## config.mk

```make
export PLATFORM = sky130hd
export DESIGN_NAME = i2c_master_byte_engine
export DESIGN_NICKNAME = d
export VERILOG_FILES = /design/src/hw/rtl/i2cm_pkg.sv /design/src/hw/rtl/i2c_master_byte_engine.sv /design/src/hw/rtl/i2cm_front.sv /design/src/hw/rtl/i2cm_queue.sv /design/src/hw/rtl/i2cm_back.sv
export VERILOG_INCLUDE_DIRS = /design/src /design/src/hw/rtl
export SDC_FILE = /design/constraint.sdc
export NUM_CORES = 1
export LEC_CHECK = 0
export ABC_AREA = 1
export BUFFER_PORTS_ARGS = -buffer_cell sky130_fd_sc_hd__buf_2
export CAP_MARGIN = 0
export CORE_MARGIN = 5
export CORE_UTILIZATION = 65
export DETAILED_ROUTE_END_ITERATION = 6
export PLACE_DENSITY = 0.86
export SYNTH_ARGS = -nofsm -noshare
export SYNTH_HDL_FRONTEND = slang
export SYNTH_SLANG_ARGS = --single-unit
```

## constraint.sdc

```tcl
create_clock -name i_clk -period 11.4 [get_ports i_clk]
set_input_delay 1.14 -clock i_clk [delete_from_list [all_inputs] [get_ports i_clk]]
set_output_delay 1.14 -clock i_clk [all_outputs]
set_load 0.05 [all_outputs]
```

## src/hw/rtl/i2c_master_byte_engine_assert.svh

```systemverilog
// Assertion macros for the I2C master byte engine.
`ifndef I2C_MASTER_BYTE_ENGINE_ASSERT_SVH
`define I2C_MASTER_BYTE_ENGINE_ASSERT_SVH

// Checks that the consequent holds in the same cycle as the antecedent.
`define I2CM_ASSERT_SAME(label, clk, rst_n, ante, cons) \
    label: assert property (@(posedge clk) disable iff (!rst_n) (ante) |-> (cons)) \
        else $error("assertion failed");

// Checks that the consequent holds in the cycle after the antecedent.
`define I2CM_ASSERT_NEXT(label, clk, rst_n, ante, cons) \
    label: assert property (@(posedge clk) disable iff (!rst_n) (ante) |=> (cons)) \
        else $error("assertion failed");

`endif

```

## src/hw/rtl/i2cm_pkg.sv

```systemverilog
// Shared types and constants of the I2C master byte engine.
`timescale 1ns / 1ps

package i2cm_pkg;

    localparam int PRESCALE_WIDTH_DEF = 16;
    localparam int PHASE_TICKS_WIDTH = 16;

    typedef enum logic [2:0] {
        OP_IDLE  = 3'd0,
        OP_START = 3'd1,
        OP_STOP  = 3'd2,
        OP_WRITE = 3'd3,
        OP_READ  = 3'd4
    } t_op;

    typedef struct packed {
        t_op        op;
        logic [7:0] write_data;
        logic       send_ack;
        logic       sda_in;
    } t_item;

    typedef struct packed {
        logic empty;
        logic full;
    } t_q_status;

endpackage

```

## src/hw/rtl/i2c_master_byte_engine.sv

```systemverilog
// A request's result is valid in the cycle after the sequencer takes it from the queue.
// Throughput: one request per cycle while the output is not stalled; the sequencer steps its state once per request.
// A two-entry queue decouples the input from the sequencer and its result register.
// Synchronous active-low reset idles the sequencer, releases both lines and clears the
// received byte and acknowledge flag; the phase length returns to one tick.
`timescale 1ns / 1ps
`include "i2c_master_byte_engine_assert.svh"

module i2c_master_byte_engine #(
    parameter int PRESCALE_WIDTH = i2cm_pkg::PRESCALE_WIDTH_DEF
) (
    input  logic                                   i_clk,
    input  logic                                   i_rst_n,
    input  logic                                   i_cfg_valid,
    output logic                                   o_cfg_ready,
    input  logic [i2cm_pkg::PHASE_TICKS_WIDTH-1:0] i_cfg_data,
    input  logic                                   i_in_valid,
    output logic                                   o_in_stall,
    input  logic [2:0]                             i_command,
    input  logic [7:0]                             i_write_data,
    input  logic                                   i_send_ack,
    input  logic                                   i_sda_in,
    output logic                                   o_out_valid,
    input  logic                                   i_out_stall,
    output logic                                   o_scl_low,
    output logic                                   o_sda_low,
    output logic                                   o_busy_res,
    output logic                                   o_done_res,
    output logic [7:0]                             o_read_data,
    output logic                                   o_ack_received
);

    i2cm_pkg::t_item     w_in_item;
    i2cm_pkg::t_item     w_q_item;
    i2cm_pkg::t_q_status w_q_status;
    logic                w_push;
    logic                w_pop;

    assign o_cfg_ready = 1'b1;

    i2cm_front u_front (
        .i_in_valid   (i_in_valid),
        .o_in_stall   (o_in_stall),
        .i_command    (i_command),
        .i_write_data (i_write_data),
        .i_send_ack   (i_send_ack),
        .i_sda_in     (i_sda_in),
        .i_q_status   (w_q_status),
        .o_push       (w_push),
        .o_item       (w_in_item)
    );

    i2cm_queue u_queue (
        .i_clk    (i_clk),
        .i_rst_n  (i_rst_n),
        .i_push   (w_push),
        .i_item   (w_in_item),
        .i_pop    (w_pop),
        .o_item   (w_q_item),
        .o_status (w_q_status)
    );

    i2cm_back #(
        .PRESCALE_WIDTH (PRESCALE_WIDTH)
    ) u_back (
        .i_clk          (i_clk),
        .i_rst_n        (i_rst_n),
        .i_cfg_valid    (i_cfg_valid),
        .i_cfg_data     (i_cfg_data),
        .i_item         (w_q_item),
        .i_q_status     (w_q_status),
        .o_pop          (w_pop),
        .o_out_valid    (o_out_valid),
        .i_out_stall    (i_out_stall),
        .o_scl_low      (o_scl_low),
        .o_sda_low      (o_sda_low),
        .o_busy_res     (o_busy_res),
        .o_done_res     (o_done_res),
        .o_read_data    (o_read_data),
        .o_ack_received (o_ack_received)
    );

    `I2CM_ASSERT_SAME(a_done_not_busy, i_clk, i_rst_n, o_out_valid && o_done_res, !o_busy_res)
    `I2CM_ASSERT_SAME(a_pop_not_empty, i_clk, i_rst_n, w_pop, !w_q_status.empty)
    `I2CM_ASSERT_NEXT(a_pop_gives_result, i_clk, i_rst_n, w_pop, o_out_valid)
    `I2CM_ASSERT_NEXT(a_push_fills_queue, i_clk, i_rst_n, w_push && !w_pop, !w_q_status.empty)

endmodule

```

## src/hw/rtl/i2cm_front.sv

```systemverilog
// Input side: accepts requests and decodes the command code.
`timescale 1ns / 1ps

module i2cm_front (
    input  logic                i_in_valid,
    output logic                o_in_stall,
    input  logic [2:0]          i_command,
    input  logic [7:0]          i_write_data,
    input  logic                i_send_ack,
    input  logic                i_sda_in,
    input  i2cm_pkg::t_q_status i_q_status,
    output logic                o_push,
    output i2cm_pkg::t_item     o_item
);

    i2cm_pkg::t_op w_op;

    // Unknown command codes are treated as no command.
    always_comb begin
        case (i_command)
            i2cm_pkg::OP_START: w_op = i2cm_pkg::OP_START;
            i2cm_pkg::OP_STOP:  w_op = i2cm_pkg::OP_STOP;
            i2cm_pkg::OP_WRITE: w_op = i2cm_pkg::OP_WRITE;
            i2cm_pkg::OP_READ:  w_op = i2cm_pkg::OP_READ;
            default:            w_op = i2cm_pkg::OP_IDLE;
        endcase
    end

    assign o_in_stall        = i_q_status.full;
    assign o_push            = i_in_valid && !i_q_status.full;
    assign o_item.op         = w_op;
    assign o_item.write_data = i_write_data;
    assign o_item.send_ack   = i_send_ack;
    assign o_item.sda_in     = i_sda_in;

endmodule

```

## src/hw/rtl/i2cm_queue.sv

```systemverilog
// Two-entry request queue between the input side and the sequencer.
`timescale 1ns / 1ps

module i2cm_queue (
    input  logic                i_clk,
    input  logic                i_rst_n,
    input  logic                i_push,
    input  i2cm_pkg::t_item     i_item,
    input  logic                i_pop,
    output i2cm_pkg::t_item     o_item,
    output i2cm_pkg::t_q_status o_status
);

    i2cm_pkg::t_item r_mem [2];
    logic            r_wptr;
    logic            r_rptr;
    logic [1:0]      r_count;

    assign o_item          = r_mem[r_rptr];
    assign o_status.empty  = (r_count == 2'd0);
    assign o_status.full   = (r_count == 2'd2);

    always_ff @(posedge i_clk) begin
        if (i_push) begin
            r_mem[r_wptr] <= i_item;
        end
    end

    always_ff @(posedge i_clk) begin
        if (!i_rst_n) begin
            r_wptr  <= 1'b0;
            r_rptr  <= 1'b0;
            r_count <= 2'd0;
        end else begin
            if (i_push) begin
                r_wptr <= ~r_wptr;
            end
            if (i_pop) begin
                r_rptr <= ~r_rptr;
            end
            if (i_push && !i_pop) begin
                r_count <= r_count + 2'd1;
            end else if (i_pop && !i_push) begin
                r_count <= r_count - 2'd1;
            end
        end
    end

endmodule

```

## src/hw/rtl/i2cm_back.sv

```systemverilog
// Sequencer: runs the bus phases one request per cycle while the output is not stalled, and holds the result register.
`timescale 1ns / 1ps

module i2cm_back #(
    parameter int PRESCALE_WIDTH = i2cm_pkg::PRESCALE_WIDTH_DEF
) (
    input  logic                                   i_clk,
    input  logic                                   i_rst_n,
    input  logic                                   i_cfg_valid,
    input  logic [i2cm_pkg::PHASE_TICKS_WIDTH-1:0] i_cfg_data,
    input  i2cm_pkg::t_item                        i_item,
    input  i2cm_pkg::t_q_status                    i_q_status,
    output logic                                   o_pop,
    output logic                                   o_out_valid,
    input  logic                                   i_out_stall,
    output logic                                   o_scl_low,
    output logic                                   o_sda_low,
    output logic                                   o_busy_res,
    output logic                                   o_done_res,
    output logic [7:0]                             o_read_data,
    output logic                                   o_ack_received
);

    localparam int PTW = i2cm_pkg::PHASE_TICKS_WIDTH;
    localparam int CW  = (PRESCALE_WIDTH > PTW) ? PRESCALE_WIDTH : PTW;

    i2cm_pkg::t_op             r_op;
    logic [4:0]                r_phase;
    logic [PRESCALE_WIDTH-1:0] r_pre;
    logic [PRESCALE_WIDTH-1:0] r_limit;
    logic [7:0]                r_shift;
    logic                      r_scl;
    logic                      r_sda;
    logic                      r_ack;
    logic [7:0]                r_read_hold;
    logic                      r_ack_hold;

    i2cm_pkg::t_op             n_op;
    logic [4:0]                n_phase;
    logic [PRESCALE_WIDTH-1:0] n_pre;
    logic [7:0]                n_shift;
    logic                      n_scl;
    logic                      n_sda;
    logic                      n_ack;
    logic [7:0]                n_read_hold;
    logic                      n_ack_hold;
    logic                      n_done;

    logic [CW-1:0]             w_eff_m1;
    logic [CW-1:0]             w_cap_m1;
    logic [CW-1:0]             w_limit;
    logic [4:0]                w_phase_nx;

    function automatic logic [4:0] phase_total(input i2cm_pkg::t_op op);
        logic [4:0] t;
        case (op)
            i2cm_pkg::OP_START: t = 5'd3;
            i2cm_pkg::OP_STOP:  t = 5'd3;
            i2cm_pkg::OP_WRITE: t = 5'd26;
            i2cm_pkg::OP_READ:  t = 5'd20;
            default:            t = 5'd0;
        endcase
        return t;
    endfunction

    // Returns {scl, sda} drives on entry into a write-bit phase.
    function automatic logic [1:0] write_bit(input logic b, input logic [1:0] sub,
                                             input logic scl, input logic sda);
        logic [1:0] d;
        d = {scl, sda};
        case (sub)
            2'd0:    d = {1'b0, ~b};
            2'd1:    d = {1'b1, sda};
            default: d = {scl, sda | b};
        endcase
        return d;
    endfunction

    // Returns {scl, sda} drives on entry into phase p of operation op.
    function automatic logic [1:0] enter_phase(input i2cm_pkg::t_op op, input logic [4:0] p,
                                               input logic [7:0] sh, input logic ah,
                                               input logic scl, input logic sda);
        logic [1:0] d;
        logic [8:0] m;
        logic [2:0] q;
        logic [4:0] s;
        d = {scl, sda};
        m = {4'd0, p} * 9'd11;
        q = m[7:5];
        s = p - 5'(3 * q);
        case (op)
            i2cm_pkg::OP_START: begin
                if (p == 5'd0) begin
                    d = 2'b00;
                end else if (p == 5'd1) begin
                    d = {scl, 1'b1};
                end else begin
                    d = {1'b1, sda};
                end
            end
            i2cm_pkg::OP_STOP: begin
                if (p == 5'd0) begin
                    d = {scl, 1'b1};
                end else if (p == 5'd1) begin
                    d = {1'b0, sda};
                end else begin
                    d = {scl, 1'b0};
                end
            end
            i2cm_pkg::OP_WRITE: begin
                if (p < 5'd24) begin
                    d = write_bit(sh[3'd7 - q], s[1:0], scl, sda);
                end else if (p == 5'd24) begin
                    d = 2'b00;
                end else begin
                    d = {1'b1, sda};
                end
            end
            i2cm_pkg::OP_READ: begin
                if (p < 5'd16) begin
                    d = p[0] ? {1'b1, sda} : 2'b00;
                end else if (p < 5'd19) begin
                    d = write_bit(~ah, 2'(p - 5'd16), scl, sda);
                end
            end
            default: d = {scl, sda};
        endcase
        return d;
    endfunction

    assign o_pop = !i_q_status.empty && (!o_out_valid || !i_out_stall);

    // Phase length limit in ticks minus one, clipped to the prescaler range.
    assign w_eff_m1 = (i_cfg_data == '0) ? '0 : CW'(i_cfg_data - PTW'(1));
    assign w_cap_m1 = CW'({PRESCALE_WIDTH{1'b1}});
    assign w_limit  = (w_eff_m1 > w_cap_m1) ? w_cap_m1 : w_eff_m1;
    assign w_phase_nx = r_phase + 5'd1;

    always_comb begin
        n_op        = r_op;
        n_phase     = r_phase;
        n_pre       = r_pre;
        n_shift     = r_shift;
        n_scl       = r_scl;
        n_sda       = r_sda;
        n_ack       = r_ack;
        n_read_hold = r_read_hold;
        n_ack_hold  = r_ack_hold;
        n_done      = 1'b0;
        if (r_op == i2cm_pkg::OP_IDLE) begin
            if (i_item.op != i2cm_pkg::OP_IDLE) begin
                n_op    = i_item.op;
                n_phase = 5'd0;
                n_pre   = '0;
                if (i_item.op == i2cm_pkg::OP_WRITE) begin
                    n_shift = i_item.write_data;
                end
                if (i_item.op == i2cm_pkg::OP_READ) begin
                    n_shift    = 8'd0;
                    n_ack_hold = i_item.send_ack;
                end
                {n_scl, n_sda} = enter_phase(i_item.op, 5'd0, n_shift, n_ack_hold,
                                             r_scl, r_sda);
            end
        end else if (r_pre >= r_limit) begin
            if (r_op == i2cm_pkg::OP_WRITE && r_phase == 5'd24) begin
                n_ack = ~i_item.sda_in;
            end else if (r_op == i2cm_pkg::OP_READ && r_phase < 5'd16 && !r_phase[0]) begin
                n_shift = {r_shift[6:0], i_item.sda_in};
                if (r_phase == 5'd14) begin
                    n_read_hold = n_shift;
                end
            end
            n_pre = '0;
            if (w_phase_nx >= phase_total(r_op)) begin
                n_op    = i2cm_pkg::OP_IDLE;
                n_phase = 5'd0;
                n_done  = 1'b1;
            end else begin
                n_phase = w_phase_nx;
                {n_scl, n_sda} = enter_phase(r_op, w_phase_nx, n_shift, r_ack_hold,
                                             r_scl, r_sda);
            end
        end else begin
            n_pre = r_pre + PRESCALE_WIDTH'(1);
        end
    end

    always_ff @(posedge i_clk) begin
        if (!i_rst_n) begin
            r_op           <= i2cm_pkg::OP_IDLE;
            r_phase        <= 5'd0;
            r_pre          <= '0;
            r_limit        <= '0;
            r_shift        <= 8'd0;
            r_scl          <= 1'b0;
            r_sda          <= 1'b0;
            r_ack          <= 1'b0;
            r_read_hold    <= 8'd0;
            r_ack_hold     <= 1'b0;
            o_out_valid    <= 1'b0;
            o_scl_low      <= 1'b0;
            o_sda_low      <= 1'b0;
            o_busy_res     <= 1'b0;
            o_done_res     <= 1'b0;
            o_read_data    <= 8'd0;
            o_ack_received <= 1'b0;
        end else begin
            if (i_cfg_valid) begin
                r_limit <= w_limit[PRESCALE_WIDTH-1:0];
            end
            if (o_pop) begin
                r_op           <= n_op;
                r_phase        <= n_phase;
                r_pre          <= n_pre;
                r_shift        <= n_shift;
                r_scl          <= n_scl;
                r_sda          <= n_sda;
                r_ack          <= n_ack;
                r_read_hold    <= n_read_hold;
                r_ack_hold     <= n_ack_hold;
                o_out_valid    <= 1'b1;
                o_scl_low      <= n_scl;
                o_sda_low      <= n_sda;
                o_busy_res     <= (n_op != i2cm_pkg::OP_IDLE);
                o_done_res     <= n_done;
                o_read_data    <= n_read_hold;
                o_ack_received <= n_ack;
            end else if (!i_out_stall) begin
                o_out_valid <= 1'b0;
            end
        end
    end

endmodule
```

After elaboration in Yosys (flattened, before gate mapping):

Memory sizes are Yosys's and may differ from the RTL's. A register that Yosys moved wholly into a read port is not among the register bits.
Cells that the tools add are included.

* order comparisons: 8
* equality and inequality tests: 38
* multiply operators: 2
* bitwise logic cells: 10
* add/subtract/negate cells: 8
* reductions and logical operators: 36
* mux-type cells: 62

Operators by type and width (count)
* $mux 8: 11
* $mux 16: 5
* $mux 5: 6
* $reduce_and 13->1: 2
* $mux 2: 11
* $lt 5x5->1 const B: 4
* $eq 3x2->1 const B: 6
* $mux 1: 18
* $add 16x1->16 const B: 1
* $ge 16x16->1: 1
* $gt 16x16->1 const B: 1
* $logic_not 16->1: 1
* $ne 4x3->1 const B: 4
* $sub 16x1->16 const B: 1
* $pmux 5 s3: 1
* $mux 3: 4
* $pmux 3 s4: 1
* $reduce_and 4->1: 3
* $eq 5x5->1 const B: 2
* $ne 5x4->1 const B: 2
* $eq 3x1->1 const B: 3
* $eq 3x3->1 const B: 3
* $mul 5x4->8 const B: 1
* $ne 4x2->1 const B: 2
* other kinds (38): 70

* memories kept: 1
* input bits: 34
* word-level logic and storage cells: 182
* bits in registers: 67
* bits in writable memories: 26
* output and inout bits: 16

Memories
* u_queue.r_mem: depth 2, width 13, rd ports 1, clocked after memory_dff 1, write ports 1, line i2cm_queue.sv:14 `i2cm_pkg::t_item r_mem [2];`

Logic depth before layout (Yosys ltp):

* word-level depth: 16
* depth in mapped cells: 25
* gate-level depth less buffers: 24

Hierarchy:

Synthesis repeated with hierarchy kept, for this count alone.

* cells, all modules: 808
* area total of the unflattened synthesis: 6060.8 µm²

Modules (own cells, without submodules)
* i2cm_back: times used 1, area an instance 4729.5 µm², cells each 711, sequential area each 1261.2 µm²
* i2cm_queue: times used 1, area an instance 1203.7 µm², cells each 75, sequential area each 880.8 µm²
* i2cm_front: times used 1, area an instance 116.4 µm², cells each 20, sequential area each 0.0 µm²
* i2c_master_byte_engine: times used 1, area an instance 11.3 µm², cells each 2, sequential area each 0.0 µm²

Least setup slack after synthesis:

No wires, ideal clock.

* path kind: register to register
* start point: register u_back.r_phase[0]
* end point: register u_back.r_scl
* clock period less this slack: 3.840 ns
* required time: 11.286 ns
* arrival time: 3.726 ns
* library setup time: 0.114 ns
* buffers on the path: 0
* setup slack: 7.560 ns
* stages on the path, launching flop included: 25
* cells stage by stage: dfxtp_1 > inv_2 > ha_1 > ha_1 > inv_1 > fa_1 > inv_1 > ha_1 > a21oi_1 > o21ai_0 > nand2_1 > nand2_1 > ha_1 > xor2_1 > inv_1 > nand2_1 > nand2_1 > nand2_1 > nand2_1 > nand2_1 > nand4_1 > nor2_1 > nand2_1 > nand2_1 > nor2_1

* word-level cells in the longest chain between the ends: 11

Ends and longest elaborated chain
* start: declaration: line i2cm_back.sv:28 `logic [4:0] r_phase;`
* start signal: assignment: line i2cm_back.sv:214 `r_phase <= n_phase;`
* $add 5x1->5 (*): line i2cm_back.sv:137 `assign w_phase_nx = r_phase + 5'd1;`
* $mul 5x4->8: line i2cm_back.sv:88 `m = {4'd0, p} * 9'd11;`
* $mul 2x3->2: line i2cm_back.sv:90 `s = p - 5'(3 * q);`
* $sub 2x2->2: line i2cm_back.sv:90
* $eq 2x1->1 or $logic_not 2->1 (tied branches): line i2cm_back.sv:71 `case (sub)`
* $pmux 2 s2: line i2cm_back.sv:71
* $mux 2: line i2cm_back.sv:111 `if (p < 5'd24) begin`
* $pmux 2 s4: line i2cm_back.sv:91 `case (op)`
* $mux 1: line i2cm_back.sv:175 `if (w_phase_nx >= phase_total(r_op)) begin`
* $mux 1: line i2cm_back.sv:165 `end else if (r_pre >= r_limit) begin`
* $mux 1: line i2cm_back.sv:150 `if (r_op == i2cm_pkg::OP_IDLE) begin`
* end signal: assignment: line i2cm_back.sv:217 `r_scl <= n_scl;`
* end: declaration: line i2cm_back.sv:32 `logic r_scl;`

Mark *: on every way between the ends. The rest lies on a longest branch, timed or not. The select of a mux whose other input is x is not followed.
A chain may end at the register's enable or synchronous reset.

Worst setup path after layout:

Same ends and word-level chain as after synthesis.

==> metrics <==
peak supply drop between 0.0002 and 0.00025 V; IO Pins 50; reg-to-reg setup timing slack 6950 ps; CTS Hold Buffers Added 0; Crit-path slowest cell dfxtp_1; slowest stage delay, CP 510 ps; startpoint type of the worst setup path flop; clk slew on worst S/H paths approximately 110 ps; Area after DPL 6130 µm²; Distinct cells, synth 53; Num CTS Buffers 9; Floorplan Core Area around 8800 µm²; Post-synth EDFFs 26; Synth Flop Type dfxtp_1; diodes inserted 0; worst path cell trace inv_2 > ha_1 > ha_1 > inv_1 > fa_1 > inv_1 > ha_1 > a21oi_1 > o21ai_0 > nand2_1 > nand2_1 > ha_1 > xor2_1 > inv_1 > nand2_1 > nand2_1 > nand2_1 > nand2_1 > nand2_1 > nand4_1 > nor2_1 > nand2_1 > nand2_1 > nor2_1; largest net degree at the start of global routing 34; most frequent CP cell nand2_1; Seq/Total Area, Yosys 0.365; routed len/inst 14.1 µm; WS Path Type reg2reg; number of global-route vias before repair roughly 4,800; max-cap violations 0; Final min period 4450 ps; unrepaired setup endpoints after global routing no; Mapped Avg Cell Area 7.81 µm²; DRC 0; maximum fanout along the worst path 9; DRT antenna net count 0; CTS tree done; PortBufs 48; Die Y 105 µm; status finished clean; Pwr Total 1.23 mW; net count after synthesis 827; Leakage 2.85 nW; sum of negative setup slack 0 ps; cell row count 34; clock sink count 94; total die area 11,000 µm²; Slew HR 0.298; Worst Tran Pin Value 1050 ps; CTS resizes 0; first-pass iteration count of the detailed router 5; chip width approximately 100 µm; #FFs+latches synth 94; Final Cell Area 6330 µm²; clk_skew between 10 and 15 ps; DR vias/cell 5.59; H-tree levels 3; Final Hold Fails 0; Hold WC Path Type reg2reg; latest clock arrival within the worst-skew pair ~370 ps; Initial Util 0.669; Async SR Flop Fraction 0; Yosys warnings 0; PD cells between 150 and 200 nW/µm²; Detail Placement HPWL between 9000 and 10,000 µm; GRT overflow 0; fin nets 869; Worst setup EP type flop; max-slew violation count 0; Root Buffer clkbuf_8; postcts setup bufs 0; CP Data Required Time 11,680 ps; initial antenna violation count 0; synthesized area roughly 6000 µm²; Max Root-Sink Buffers 2; All-Layer GR Usage 0.235; iteration-0 DRC count of the detailed router 313; Setup violations, final 0; Post-Route WL 12,800 µm; crit path DAT around 4700 ps; Area Overhead vs Synth 7.94%; WHS 451 ps; share of cells above drive strength 1 0.173; Final Wtd Congestion 0.934; Max Freq 0.225 GHz; Syn Inst Count 751; final core utilization 0.722; Final Cycle Share 0.391; first-pass GRT wire length 21,900 µm; DR vias between 5,000 and 6,000
## path summary, 6_finish.rpt
kind / start / cells past startpoint / end
worst min register to register: u_back.r_ack$_SDFFE_PN0P_ / 2 / u_back.r_ack$_SDFFE_PN0P_
worst max register to register: u_back.r_phase[0]$_SDFFE_PN0P_ / 24 / u_back.r_scl$_SDFFE_PN0P_
worst min-delay path: u_back.r_ack$_SDFFE_PN0P_ / 2 / u_back.r_ack$_SDFFE_PN0P_
worst max-delay path: u_back.r_phase[0]$_SDFFE_PN0P_ / 24 / u_back.r_scl$_SDFFE_PN0P_
## logic make-up (layout without fill, tap and decap cells)
| family | Yosys count | in the layout | synth area share |
|---|---|---|---|
| buf+inv | 119 | 166 | 0.0841 |
| fa+ha+maj | 42 | 42 | 0.0909 |
| other cells | 1 | 1 | 0.000640 |
| xor+xnor | 28 | 28 | 0.0450 |
| flops | 94 | 94 | 0.365 |
| simple gates | 323 | 323 | 0.260 |
| compound gates | 143 | 143 | 0.152 |
| mux | 1 | 1 | 0.00171 |
## critical path, delay by kind of cell, from the launching register on
kind / cells / cell delay, ps
AND/OR/NAND/NOR: 12 / 1020
buffers and inverters: 4 / 330
flip-flops: 1 / 510
adder cells (fa/ha/maj): 5 / 1890
XOR/XNOR: 1 / 180
AO/OA/AOI/OAI: 2 / 440
## state kept, by name (all words and copies together), names as in the netlist, 2 cells and up, named ones only
| signal | cells |
|---|---|
| u_queue.r_count | 2 |
| u_queue.r_mem | 26 |
| u_back.r_read_hold | 8 |
| u_back.r_pre | 16 |
| u_back.r_shift | 8 |
| u_back.r_phase | 5 |
| u_back.r_op | 3 |
| u_back.r_limit | 16 |
## layer usage
metal,up-vias,wire length (µm),track usage
li1,2566,-,-
met1,2341,5910,0.318
met2,137,5980,0.380
met3,18,694,0.0425
met4,0,221,0.0749
met5,-,0,0
## per-stage QoR
stage | instances | worst slack, ps
floorplan | 751 | 7560
global placement | 890 | 7290
detailed placement | 890 | 7050
CTS | 906 | 7020
global route | 906 | 6440
finish | 906 | 6950
## cells in the final DEF (no fill, tap or decap), drive strengths merged, types with 2 or more instances in the layout
cell type / count
nor4: 3
inv: 108
a22oi: 4
a21oi: 62
clkbuf: 9
or2: 2
o21a: 4
o21ai: 54
ha: 41
xnor2: 7
edfxtp: 26
xor2: 21
o32ai: 9
dfxtp: 68
nor3: 15
nor2: 76
nand4: 15
nand3: 42
a31oi: 2
a211oi: 2
nand2: 170
buf: 48
## final cells by class
type	count	area (µm²)
Multi-Input combinational cell	538	3230
Fill cell	689	2440
Sequential cell	94	2140
Inverter	102	388
Timing Repair Buffer	48	240
Tap cell	108	135
Clock buffer	9	124
Clock inverter	7	71.3
## synthesized netlist by cell type (2+ instances only)
| master | instances | area share |
|---|---|---|
| a21oi_1 | 50 | 0.043 |
| a21oi_2 | 11 | 0.016 |
| a22oi_1 | 4 | 0.0051 |
| a31oi_1 | 2 | 0.0021 |
| buf_2 | 3 | 0.0026 |
| buf_4 | 2 | 0.0026 |
| buf_6 | 4 | 0.0077 |
| clkbuf_1 | 8 | 0.0051 |
| dfxtp_1 | 68 | 0.23 |
| edfxtp_1 | 26 | 0.13 |
| ha_1 | 41 | 0.088 |
| inv_1 | 93 | 0.060 |
| inv_2 | 7 | 0.0045 |
| inv_4 | 2 | 0.0021 |
| nand2_1 | 153 | 0.098 |
| nand2_2 | 15 | 0.016 |
| nand2_4 | 2 | 0.0038 |
| nand3_1 | 38 | 0.032 |
| nand3_2 | 4 | 0.0068 |
| nand4_1 | 12 | 0.013 |
| nand4_2 | 2 | 0.0043 |
| nor2_1 | 66 | 0.042 |
| nor2_2 | 6 | 0.0064 |
| nor2_4 | 4 | 0.0077 |
| nor3_1 | 8 | 0.0068 |
| nor3_2 | 6 | 0.010 |
| nor4_1 | 2 | 0.0021 |
| o21a_1 | 4 | 0.0051 |
| o21ai_0 | 40 | 0.034 |
| o21ai_1 | 6 | 0.0051 |
| o21ai_2 | 7 | 0.010 |
| o32ai_1 | 9 | 0.013 |
| xnor2_1 | 6 | 0.0090 |
| xor2_1 | 21 | 0.031 |
## report_power, final
part | switching [mW] | internal, mW | leakage [nW]
combinational | 0.399 | 0.172 | 1.95
sequential | 0.0438 | 0.397 | 0.799
clock | 0.132 | 0.0874 | 0.102
(Power assumes the default switching activity.)
